$ cat config.mk
export PLATFORM = sky130hd
export DESIGN_NAME = light_attenuation_range_bisection
export DESIGN_NICKNAME = d
export VERILOG_FILES = /design/src/hw/rtl/larb_pkg.sv /design/src/hw/rtl/larb_mul.sv /design/src/hw/rtl/light_attenuation_range_bisection.sv
export SDC_FILE = /design/constraint.sdc
export NUM_CORES = 2
export LEC_CHECK = 0
export BUFFER_PORTS_ARGS = -buffer_cell sky130_fd_sc_hd__buf_2
export CORE_MARGIN = 3
export CORE_UTILIZATION = 50
export CTS_CLUSTER_DIAMETER = 40
export DETAILED_ROUTE_END_ITERATION = 8
export GPL_TIMING_DRIVEN = 0
export PLACE_DENSITY = 0.72
export SETUP_SLACK_MARGIN = 0.02
export SYNTH_ARGS = -nofsm -noshare
export SYNTH_HDL_FRONTEND = slang
export SYNTH_SLANG_ARGS = --single-unit
export TNS_END_PERCENT = 100
$ cat constraint.sdc
create_clock -name clock -period 9.1 [get_ports clock]
set_clock_uncertainty 0.1 [all_clocks]
set_input_delay 0.455 -clock clock [delete_from_list [all_inputs] [get_ports clock]]
set_output_delay 0.455 -clock clock [all_outputs]
set_load 0.02 [all_outputs]
$ cat src/hw/rtl/larb_pkg.sv
`timescale 1ns / 1ps
// ----------------------------------------------------------------------------
// larb_pkg
// Shared types and constants for the light attenuation range bisection block:
// sequencer states, result codes, register indexes and the shared multiplier
// operand widths.
// ----------------------------------------------------------------------------
package larb_pkg;

   // Shared multiplier operand and product widths
   localparam int MUL_A_W = 25;
   localparam int MUL_B_W = 24;
   localparam int MUL_P_W = MUL_A_W + MUL_B_W;

   typedef logic [MUL_A_W-1:0] mul_a_type;
   typedef logic [MUL_B_W-1:0] mul_b_type;
   typedef logic [MUL_P_W-1:0] mul_p_type;

   // Denominator is Q33.16, saturated at 2^48
   localparam int DEN_W = 49;
   typedef logic [DEN_W-1:0] den_type;
   localparam den_type DEN_CAP = {1'b1, {(DEN_W-1){1'b0}}};

   // Coefficient fraction bits
   localparam int COEF_FRAC_BITS = 16;

   // floor(x / 10) for x below 2^18 as (x * DIV10_MULT) >> DIV10_SHIFT
   localparam int DIV10_MULT  = 209716;
   localparam int DIV10_SHIFT = 21;

   // Result codes
   localparam logic [1:0] OUTCOME_WITHIN  = 2'd0;
   localparam logic [1:0] OUTCOME_UNREACH = 2'd1;
   localparam logic [1:0] OUTCOME_EXHAUST = 2'd2;

   // Register indexes
   localparam logic [1:0] CSR_ACCURACY       = 2'd0;
   localparam logic [1:0] CSR_MAX_ITERATIONS = 2'd1;
   localparam logic [1:0] CSR_ZERO_THRESHOLD = 2'd2;
   localparam logic [1:0] CSR_SEARCH_LIMIT   = 2'd3;

   // Sequencer states
   typedef enum logic [4:0] {
      ST_IDLE,
      ST_SETUP,
      ST_NEXT,
      ST_LIN,
      ST_QD,
      ST_TGET,
      ST_TLO,
      ST_THI,
      ST_TSUM,
      ST_QUAD,
      ST_DEN,
      ST_BLO,
      ST_BLH,
      ST_BHL,
      ST_BHH,
      ST_BHG,
      ST_DEC,
      ST_EXH,
      ST_FINISH
   } larb_state_type;

endpackage

$ cat src/hw/rtl/larb_mul.sv
`timescale 1ns / 1ps
// ----------------------------------------------------------------------------
// larb_mul
// Shared unsigned multiplier with a registered product. Every product of the
// sequencer goes through this unit, one per cycle, ready in the next cycle.
// ----------------------------------------------------------------------------
module larb_mul (
   input  logic               clock,
   input  larb_pkg::mul_a_type op_a,
   input  larb_pkg::mul_b_type op_b,
   output larb_pkg::mul_p_type prod
);
   import larb_pkg::*;

   mul_p_type prod_ff;
   mul_p_type prod_in;

   // Form the full-width product
   assign prod_in = mul_p_type'(op_a) * mul_p_type'(op_b);

   // Register the product
   always_ff @(posedge clock) begin
      prod_ff <= prod_in;
   end

   assign prod = prod_ff;

endmodule

$ cat src/hw/rtl/light_attenuation_range_bisection.sv
`timescale 1ns / 1ps
// ----------------------------------------------------------------------------
// light_attenuation_range_bisection
// For each request, finds the distance (Q14.DIST_FRAC_BITS) at which the
// brightness min(1, 1/(c + l*d + q*d*d)) falls within target +/- accuracy.
// It first tests the search limit; if the light is still too bright there it
// answers the limit with the unreachable code, otherwise it bisects [0, limit]
// for at most max_iterations steps. One request is worked at a time and
// req_ready is low until its result has been moved into the response
// register; a new request is taken while that response still waits. Every
// brightness probe runs on one shared 25x24 multiplier under the sequencer:
// a setup state ST_SETUP, then ST_LIN through ST_DEC for the limit probe and
// ST_NEXT, ST_LIN through ST_DEC for each bisection step, then ST_EXH when
// the step budget runs out, and ST_FINISH, which waits for the response
// register to be free and loads it. The block then returns to ST_IDLE before
// it can take the next request. The brightness test is done as a product
// compare against 2^(LEVEL_FRAC_BITS+16), so no divider is used.
// Configuration writes are taken only while no request is in work, and a
// waiting configuration write goes ahead of a waiting request.
// ----------------------------------------------------------------------------
module light_attenuation_range_bisection #(
   parameter int DIST_FRAC_BITS  = 10,
   parameter int LEVEL_FRAC_BITS = 16
) (
   input  logic        clock,
   input  logic        reset,
   // request channel
   input  logic        req_valid,
   output logic        req_ready,
   input  logic [16:0] req_target_level,
   input  logic [23:0] req_coef_constant,
   input  logic [23:0] req_coef_linear,
   input  logic [23:0] req_coef_quadratic,
   // response channel
   output logic        rsp_valid,
   input  logic        rsp_ready,
   output logic [23:0] rsp_distance,
   output logic [1:0]  rsp_outcome,
   // configuration channel
   input  logic        csr_valid,
   output logic        csr_ready,
   input  logic [1:0]  csr_index,
   input  logic [23:0] csr_data
);
   import larb_pkg::*;

   // Widths that follow from the distance format
   localparam int TW    = 48 - DIST_FRAC_BITS;   // floor(x*d / 2^D) with 24-bit x
   localparam int CHUNK = MUL_B_W;               // split point for wide products
   localparam int ACCW  = 69;                    // t*d and band*den partial sums
   localparam int SUMW  = DEN_W + 1;
   localparam int CMPW  = (LEVEL_FRAC_BITS >= 18) ? LEVEL_FRAC_BITS + 1 : 19;
   localparam logic [ACCW-1:0] NUM = ACCW'(1) << (LEVEL_FRAC_BITS + COEF_FRAC_BITS);
   localparam logic [CMPW-1:0] FULL_LVL = CMPW'(1) << LEVEL_FRAC_BITS;
   localparam den_type UNITY_DEN = DEN_W'(1) << COEF_FRAC_BITS;

   // Control state
   larb_state_type state_ff, state_in;
   logic           rsp_valid_ff, rsp_valid_in;
   logic           check_ff, check_in;
   logic [5:0]     iter_ff, iter_in;

   // Configuration registers
   logic [16:0] accuracy_ff, accuracy_in;
   logic [5:0]  max_iter_ff, max_iter_in;
   logic [16:0] zero_thr_ff, zero_thr_in;
   logic [23:0] limit_ff, limit_in;

   // Request payload
   logic [16:0] tgt_ff, tgt_in;
   logic [23:0] c_ff, c_in;
   logic [23:0] l_ff, l_in;
   logic [23:0] q_ff, q_in;

   // Search interval and probe
   logic [23:0] lo_ff, lo_in;
   logic [23:0] hi_ff, hi_in;
   logic [23:0] probe_ff, probe_in;

   // Brightness band
   logic        band_lo_pos_ff, band_lo_pos_in;
   logic [16:0] band_lo_ff, band_lo_in;
   logic [17:0] band_hi1_ff, band_hi1_in;

   // Denominator datapath
   logic [TW-1:0]   lin_ff, lin_in;
   logic [TW-1:0]   t_ff, t_in;
   logic [ACCW-1:0] acc_ff, acc_in;
   den_type         quad_ff, quad_in;
   den_type         den_ff, den_in;
   logic            lt_ff, lt_in;
   logic            gt_ff, gt_in;

   // Result staging and response register
   logic [23:0] res_dist_ff, res_dist_in;
   logic [1:0]  res_outcome_ff, res_outcome_in;
   logic [23:0] rsp_dist_ff, rsp_dist_in;
   logic [1:0]  rsp_outcome_ff, rsp_outcome_in;

   // Shared multiplier
   mul_a_type mul_a;
   mul_b_type mul_b;
   mul_p_type prod_ff;

   // Combinational helpers
   logic [16:0]     quot_w;
   logic [16:0]     acc_adj_w;
   logic [17:0]     lo_diff_w;
   logic [17:0]     hi_sum_w;
   logic [ACCW-1:0] psum_w;
   logic [ACCW-1:0] shift_w;
   den_type         quad_w;
   logic [SUMW-1:0] den_sum_w;
   logic            full_w;
   logic            lvl_lt_w;
   logic            lvl_gt_w;
   logic [23:0]     mid_w;

   larb_mul u_mul (
      .clock (clock),
      .op_a  (mul_a),
      .op_b  (mul_b),
      .prod  (prod_ff)
   );

   // Adjust the accuracy and form the band from the divide-by-ten product
   assign quot_w    = prod_ff[DIV10_SHIFT+16:DIV10_SHIFT];
   assign acc_adj_w = ((tgt_ff != 17'd0) && (accuracy_ff >= tgt_ff)) ? quot_w : accuracy_ff;
   assign lo_diff_w = {1'b0, tgt_ff} - {1'b0, acc_adj_w};
   assign hi_sum_w  = 18'(tgt_ff) + 18'(acc_adj_w) + 18'd1;

   // Add the upper partial product onto the lower one
   assign psum_w = acc_ff + (ACCW'(prod_ff) << CHUNK);

   // Scale and saturate the quadratic term
   assign shift_w = acc_ff >> DIST_FRAC_BITS;
   always_comb begin
      if (|acc_ff[ACCW-1:63]) begin
         quad_w = DEN_CAP;
      end else if (shift_w > ACCW'(DEN_CAP)) begin
         quad_w = DEN_CAP;
      end else begin
         quad_w = shift_w[DEN_W-1:0];
      end
   end

   // Sum the three terms of the denominator
   assign den_sum_w = SUMW'(c_ff) + SUMW'(lin_ff) + SUMW'(quad_ff);

   // Resolve brightness against the band; small denominators give full scale
   assign full_w   = (den_ff <= DEN_W'(zero_thr_ff)) || (den_ff <= UNITY_DEN);
   assign lvl_lt_w = full_w ? (band_lo_pos_ff && (FULL_LVL < CMPW'(band_lo_ff))) : lt_ff;
   assign lvl_gt_w = full_w ? (FULL_LVL >= CMPW'(band_hi1_ff)) : gt_ff;

   // Midpoint of the current interval
   assign mid_w = lo_ff + ((hi_ff - lo_ff) >> 1);

   // Hold requests back while a configuration write waits
   assign req_ready    = (state_ff == ST_IDLE) && !csr_valid;
   assign csr_ready    = (state_ff == ST_IDLE);
   assign rsp_valid    = rsp_valid_ff;
   assign rsp_distance = rsp_dist_ff;
   assign rsp_outcome  = rsp_outcome_ff;

   // Sequencer: next state, datapath updates and multiplier operands
   always_comb begin
      state_in       = state_ff;
      rsp_valid_in   = rsp_valid_ff;
      check_in       = check_ff;
      iter_in        = iter_ff;
      accuracy_in    = accuracy_ff;
      max_iter_in    = max_iter_ff;
      zero_thr_in    = zero_thr_ff;
      limit_in       = limit_ff;
      tgt_in         = tgt_ff;
      c_in           = c_ff;
      l_in           = l_ff;
      q_in           = q_ff;
      lo_in          = lo_ff;
      hi_in          = hi_ff;
      probe_in       = probe_ff;
      band_lo_pos_in = band_lo_pos_ff;
      band_lo_in     = band_lo_ff;
      band_hi1_in    = band_hi1_ff;
      lin_in         = lin_ff;
      t_in           = t_ff;
      acc_in         = acc_ff;
      quad_in        = quad_ff;
      den_in         = den_ff;
      lt_in          = lt_ff;
      gt_in          = gt_ff;
      res_dist_in    = res_dist_ff;
      res_outcome_in = res_outcome_ff;
      rsp_dist_in    = rsp_dist_ff;
      rsp_outcome_in = rsp_outcome_ff;
      mul_a          = '0;
      mul_b          = '0;

      // Drop the response once it is transferred
      if (rsp_valid_ff && rsp_ready) begin
         rsp_valid_in = 1'b0;
      end

      case (state_ff)
         ST_IDLE: begin
            if (req_valid && req_ready) begin
               tgt_in   = req_target_level;
               c_in     = req_coef_constant;
               l_in     = req_coef_linear;
               q_in     = req_coef_quadratic;
               lo_in    = 24'd0;
               hi_in    = limit_ff;
               probe_in = limit_ff;
               iter_in  = 6'd0;
               check_in = 1'b1;
               state_in = ST_SETUP;
            end
         end
         ST_SETUP: begin
            // target / 10 through the shared multiplier
            mul_a    = mul_a_type'(DIV10_MULT);
            mul_b    = mul_b_type'(tgt_ff);
            state_in = ST_LIN;
         end
         ST_NEXT: begin
            probe_in = mid_w;
            state_in = ST_LIN;
         end
         ST_LIN: begin
            if (check_ff) begin
               band_lo_pos_in = !lo_diff_w[17] && (lo_diff_w != 18'd0);
               band_lo_in     = lo_diff_w[16:0];
               band_hi1_in    = hi_sum_w;
            end
            mul_a    = {1'b0, l_ff};
            mul_b    = probe_ff;
            state_in = ST_QD;
         end
         ST_QD: begin
            lin_in   = prod_ff[47:DIST_FRAC_BITS];
            mul_a    = {1'b0, q_ff};
            mul_b    = probe_ff;
            state_in = ST_TGET;
         end
         ST_TGET: begin
            t_in     = prod_ff[47:DIST_FRAC_BITS];
            state_in = ST_TLO;
         end
         ST_TLO: begin
            mul_a    = mul_a_type'(t_ff[CHUNK-1:0]);
            mul_b    = probe_ff;
            state_in = ST_THI;
         end
         ST_THI: begin
            acc_in   = ACCW'(prod_ff);
            mul_a    = mul_a_type'(t_ff[TW-1:CHUNK]);
            mul_b    = probe_ff;
            state_in = ST_TSUM;
         end
         ST_TSUM: begin
            acc_in   = psum_w;
            state_in = ST_QUAD;
         end
         ST_QUAD: begin
            quad_in  = quad_w;
            state_in = ST_DEN;
         end
         ST_DEN: begin
            if (den_sum_w > SUMW'(DEN_CAP)) begin
               den_in = DEN_CAP;
            end else begin
               den_in = den_sum_w[DEN_W-1:0];
            end
            state_in = ST_BLO;
         end
         ST_BLO: begin
            mul_a    = mul_a_type'(den_ff[CHUNK-1:0]);
            mul_b    = mul_b_type'(band_lo_ff);
            state_in = ST_BLH;
         end
         ST_BLH: begin
            acc_in   = ACCW'(prod_ff);
            mul_a    = mul_a_type'(den_ff[DEN_W-1:CHUNK]);
            mul_b    = mul_b_type'(band_lo_ff);
            state_in = ST_BHL;
         end
         ST_BHL: begin
            // floor(N/den) < band_lo  <=>  N < band_lo * den
            lt_in    = band_lo_pos_ff && (NUM < psum_w);
            mul_a    = mul_a_type'(den_ff[CHUNK-1:0]);
            mul_b    = mul_b_type'(band_hi1_ff);
            state_in = ST_BHH;
         end
         ST_BHH: begin
            acc_in   = ACCW'(prod_ff);
            mul_a    = mul_a_type'(den_ff[DEN_W-1:CHUNK]);
            mul_b    = mul_b_type'(band_hi1_ff);
            state_in = ST_BHG;
         end
         ST_BHG: begin
            // floor(N/den) > band_hi  <=>  N >= (band_hi + 1) * den
            gt_in    = (NUM >= psum_w);
            state_in = ST_DEC;
         end
         ST_DEC: begin
            if (check_ff) begin
               check_in = 1'b0;
               if (lvl_gt_w) begin
                  res_dist_in    = probe_ff;
                  res_outcome_in = OUTCOME_UNREACH;
                  state_in       = ST_FINISH;
               end else if (max_iter_ff == 6'd0) begin
                  state_in = ST_EXH;
               end else begin
                  state_in = ST_NEXT;
               end
            end else if (!lvl_lt_w && !lvl_gt_w) begin
               res_dist_in    = probe_ff;
               res_outcome_in = OUTCOME_WITHIN;
               state_in       = ST_FINISH;
            end else begin
               if (lvl_lt_w) begin
                  hi_in = probe_ff;
               end else begin
                  lo_in = probe_ff;
               end
               iter_in = iter_ff + 6'd1;
               if ((iter_ff + 6'd1) == max_iter_ff) begin
                  state_in = ST_EXH;
               end else begin
                  state_in = ST_NEXT;
               end
            end
         end
         ST_EXH: begin
            res_dist_in    = mid_w;
            res_outcome_in = OUTCOME_EXHAUST;
            state_in       = ST_FINISH;
         end
         ST_FINISH: begin
            // Hold until the response register is free
            if (!rsp_valid_ff || rsp_ready) begin
               rsp_valid_in   = 1'b1;
               rsp_dist_in    = res_dist_ff;
               rsp_outcome_in = res_outcome_ff;
               state_in       = ST_IDLE;
            end
         end
         default: begin
            state_in = ST_IDLE;
         end
      endcase

      // Apply a configuration transfer
      if (csr_valid && csr_ready) begin
         case (csr_index)
            CSR_ACCURACY:       accuracy_in = csr_data[16:0];
            CSR_MAX_ITERATIONS: max_iter_in = csr_data[5:0];
            CSR_ZERO_THRESHOLD: zero_thr_in = csr_data[16:0];
            CSR_SEARCH_LIMIT:   limit_in    = csr_data;
            default: begin
            end
         endcase
      end
   end

   // Control and configuration registers
   always_ff @(posedge clock) begin
      if (reset) begin
         state_ff     <= ST_IDLE;
         rsp_valid_ff <= 1'b0;
         accuracy_ff  <= 17'd66;
         max_iter_ff  <= 6'd50;
         zero_thr_ff  <= 17'd7;
         limit_ff     <= 24'd10240000;
      end else begin
         state_ff     <= state_in;
         rsp_valid_ff <= rsp_valid_in;
         accuracy_ff  <= accuracy_in;
         max_iter_ff  <= max_iter_in;
         zero_thr_ff  <= zero_thr_in;
         limit_ff     <= limit_in;
      end
   end

   // Datapath registers
   always_ff @(posedge clock) begin
      check_ff       <= check_in;
      iter_ff        <= iter_in;
      tgt_ff         <= tgt_in;
      c_ff           <= c_in;
      l_ff           <= l_in;
      q_ff           <= q_in;
      lo_ff          <= lo_in;
      hi_ff          <= hi_in;
      probe_ff       <= probe_in;
      band_lo_pos_ff <= band_lo_pos_in;
      band_lo_ff     <= band_lo_in;
      band_hi1_ff    <= band_hi1_in;
      lin_ff         <= lin_in;
      t_ff           <= t_in;
      acc_ff         <= acc_in;
      quad_ff        <= quad_in;
      den_ff         <= den_in;
      lt_ff          <= lt_in;
      gt_ff          <= gt_in;
      res_dist_ff    <= res_dist_in;
      res_outcome_ff <= res_outcome_in;
      rsp_dist_ff    <= rsp_dist_in;
      rsp_outcome_ff <= rsp_outcome_in;
   end

   // Interval never inverts while a request is in work
   a_interval_order: assert property (@(posedge clock) disable iff (reset)
      (state_ff != ST_IDLE) |-> (lo_ff <= hi_ff))
      else $error("search interval inverted");

   // A bisection decision happens only below the step budget
   a_step_budget: assert property (@(posedge clock) disable iff (reset)
      (state_ff == ST_DEC && !check_ff) |-> (iter_ff < max_iter_ff))
      else $error("bisection step beyond max_iterations");

   // Bisection probe lies inside the interval
   a_probe_inside: assert property (@(posedge clock) disable iff (reset)
      (state_ff == ST_DEC && !check_ff) |-> (probe_ff >= lo_ff && probe_ff <= hi_ff))
      else $error("probe outside search interval");

   // Unreachable answer carries the search limit
   a_unreach_limit: assert property (@(posedge clock) disable iff (reset)
      (state_ff == ST_FINISH && res_outcome_ff == OUTCOME_UNREACH)
      |-> (res_dist_ff == limit_ff))
      else $error("unreachable result without search limit");

   // Response carries a defined result code
   a_outcome_code: assert property (@(posedge clock) disable iff (reset)
      rsp_valid_ff |-> (rsp_outcome_ff == OUTCOME_WITHIN ||
                        rsp_outcome_ff == OUTCOME_UNREACH ||
                        rsp_outcome_ff == OUTCOME_EXHAUST))
      else $error("undefined result code");

endmodule

==> impl_metrics.env <==
export IMPL_dpl_cell_area_um2=55200
export IMPL_finalCritPeriodShare=0.982
export IMPL_syn_area_per_cell_um2=9.89
export IMPL_cts_sinks=620
export IMPL_synth_xor_area_share=0.0319
export IMPL_grt_pass1_vias=41800
export IMPL_final_nets=6719
export IMPL_critical_path_slowest_cell="fa_1"
export IMPL_synth_area_mux_share=0.0155
export IMPL_synthSimpleGateAreaFrac=0.141
export IMPL_htree_levels=3
export IMPL_leakagePower_nw=26.3
export IMPL_fin_area_um2=60500
export IMPL_synth_edf_count=501
export IMPL_cp_max_fo=12
export IMPL_path_common_cell="inv_1"
export IMPL_final_antenna_net_count=0
export IMPL_grt_max_degree=65
export IMPL_path_class="flop to flop"
export IMPL_core_um2=103000
export IMPL_dieWidth_um=329
export IMPL_dr_pass1_iters=9
export IMPL_synth_fa_ha_area_frac=0.297
export IMPL_violations="max-capacitance violations, max-slew violations"
export IMPL_max_slew_margin=-0.120
export IMPL_use_met3=0.0845
export IMPL_startpoint_type="flop"
export IMPL_drt_total_wl_mm=175
export IMPL_netlist_instances=5278
export IMPL_vdd_drop_max_v=0.000161
export IMPL_start_util=0.509
export IMPL_yosysWarnings=0
export IMPL_synth_compound_area_share=0.109
export IMPL_synth_seq_area_share=0.334
export IMPL_clk_pin_slew_worst_paths_ns=0.06
export IMPL_antenna_found_initial=10
export IMPL_finalHoldViolCount=0
export IMPL_fmax_ghz=0.112
export IMPL_clk_latency_ns=0.65
export IMPL_vias=41800
export IMPL_gr_max_usage_layer="met2"
export IMPL_placedCellCount=6826
export IMPL_synth_area_um2=52200
export IMPL_numPortBuffers=146
export IMPL_globalRouteOverflowTotal=0
export IMPL_pin_count=149
export IMPL_vias_per_cell=5.87
export IMPL_arrival_ns=9.36
export IMPL_cp_end_kind="flop"
export IMPL_cap_viol_max_count=1
export IMPL_ys_flop_type="edfxtp_1"
export IMPL_die_area_um2=108000
export IMPL_rows=117
export IMPL_ys_ff_latch=620
export IMPL_maxSlewViolCount=10
export IMPL_period_needed_ns=8.93
export IMPL_async_reset_ff_frac=0
export IMPL_cp_required_ns=9.52
export IMPL_grtUsageTotal=0.323
export IMPL_outcome="finished, violations left"
export IMPL_cts_buffer_depth=3
export IMPL_root_buffer="clkbuf_16"
export IMPL_hold_path_class="input port to flop"
export IMPL_synth_top_family_by_area="adder cells"
export IMPL_synth_distinct_cells=83
export IMPL_gp_congestion=1.05
export IMPL_layout_area_overhead_vs_synth_pct=15.8
export IMPL_final_cells=7120
export IMPL_grt_pass1_wl_mm=259
export IMPL_initialDrtViolationCount=4662
export IMPL_tightest_slew_ns=1.68
export IMPL_final_util=0.589
export IMPL_cts_buffers=80
export IMPL_die_h_um=329
export IMPL_setup_viol=0
export IMPL_drive_gt1_frac=0.121
export IMPL_fin_hold_ws_ns=0.0290
export IMPL_detail_route_wl_per_cell_um=24.6
export IMPL_cts_tree="yes"
export IMPL_met1_usage=0.409
export IMPL_drc_errors=0
export IMPL_cp_slowest_stage_delay_ns=0.56
export IMPL_hpwlAfterDp_mm=136
export IMPL_grt_util_met2=0.492
export IMPL_power_density_nw_per_um2=198
## state kept, by name (all words and copies together), names as in the netlist, 38 cells and up
register    flops
quad_ff        49
acc_ff         69
den_ff         49
t_ff           38
u_mul.prod     49
lin_ff         38
## where the power goes
| group | internal, mW | switching, mW | total [mW] | leakage, nW |
|---|---|---|---|---|
| Combinational | 1.84 | 3.19 | 5.03 | 19.5 |
| Sequential | 3.38 | 0.436 | 3.81 | 5.48 |
| Clock | 1.79 | 1.34 | 3.13 | 1.26 |
## cell usage after synthesis, drive strengths merged (25+ instances only)
library cell    n  area [um2]
inv           774        2910
nand2         745        2800
fa            534       10700
edfxtp        501       15000
ha            386        4830
nor2          386        1450
a21oi         265        1360
clkbuf        186         698
and2          145         910
o21ai         134         671
xnor2         127        1110
dfxtp         119        2380
a21o           98         736
xor2           63         552
nand3          55         275
nor4           48         300
mux2           46         518
nand4          41         257
nor3           41         205
a22oi          37         278
nor2b          35         219
o21a           35         263
o21bai         35         263
nand2b         32         200
a211oi         30         230
a31oi          29         181
mux2i          29         290
a221o          26         260
a221oi         25         225
## through the flow
| stage | setup slack [ns] | setup TNS (ns) | power, mW |
|---|---|---|---|
| 2_1_floorplan | 0.0396 | 0 | 6.57 |
| 3_3_place_gp | -2.62 | -59.49 | 8.23 |
| 3_5_place_dp | -2.84 | -66.25 | 8.32 |
| 4_1_cts | 0.0285 | 0 | 11.7 |
| 5_1_grt | -0.0253 | -0.0558 | 12.5 |
| 6_report | 0.167 | 0 | 12.0 |
## layer usage
metal	up-vias	share of wire
li1	18500	-
met1	20400	0.37
met2	2342	0.44
met3	613	0.12
met4	2	0.077
met5	-	0.000080
## worst max-delay path: cells and delay by family (launching register included)
kind	cells	cell delay (ns)
AOI/OAI and AO/OA	6	1.35
xor gates and xnor gates	1	0.13
adders and majority gates	8	4.02
buffers and inverters	10	0.95
DFF	1	0.34
and+or+nand+nor	9	1.93
## kinds of logic (layout without fill, tap and decap cells)
family	Yosys count	in the layout
AND/OR/NAND/NOR	1634	1634
XOR/XNOR	190	190
flip-flops	620	620
adder cells (fa/ha/maj)	920	920
other	2	12
AO/OA/AOI/OAI	860	860
multiplexers	75	75
buffers and inverters	977	1441
## layout by cell type, fill, tap and decap left out, drive strengths merged, types with 127 or more instances in the layout
cell type,n
a21oi,265
nor2,386
clkbuf,251
ha,386
o21ai,134
nand2,745
xnor2,127
edfxtp,501
inv,793
and2,145
fa,534
buf,266
## final timing paths
check        slack, ns  depth (start not counted)         endpoint            from
min               0.03                          3  accuracy_ff[10]    csr_data[10]
max               0.17                         34   u_mul.prod[42]     state_ff[3]
min reg2reg       0.30                          0  rsp_distance[6]  res_dist_ff[6]
max reg2reg       0.17                         34   u_mul.prod[42]     state_ff[3]
## final cells by class
cell class,instances,area (um2)
inverters,775,2910
diodes,6,15.0
multi-input cells,3685,32100
flip-flops and latches,620,17400
repair buffers,335,2570
fillers,8551,42100
clock inverters,50,543
plain buffers,182,1140
well taps,1368,1710
clock buffers,99,2100
## what timing repair did
action | CTS | global route
hold endpoints to repair | 100 | 0
endpoints found under the setup margin | 37 | 13
pin swaps | 26 | 27
resized for setup | 282 | 113
gates cloned | 1 | 2
buffers inserted | 40 | 17
hold buffers | 99 | 0
(Power assumes the default switching activity.)
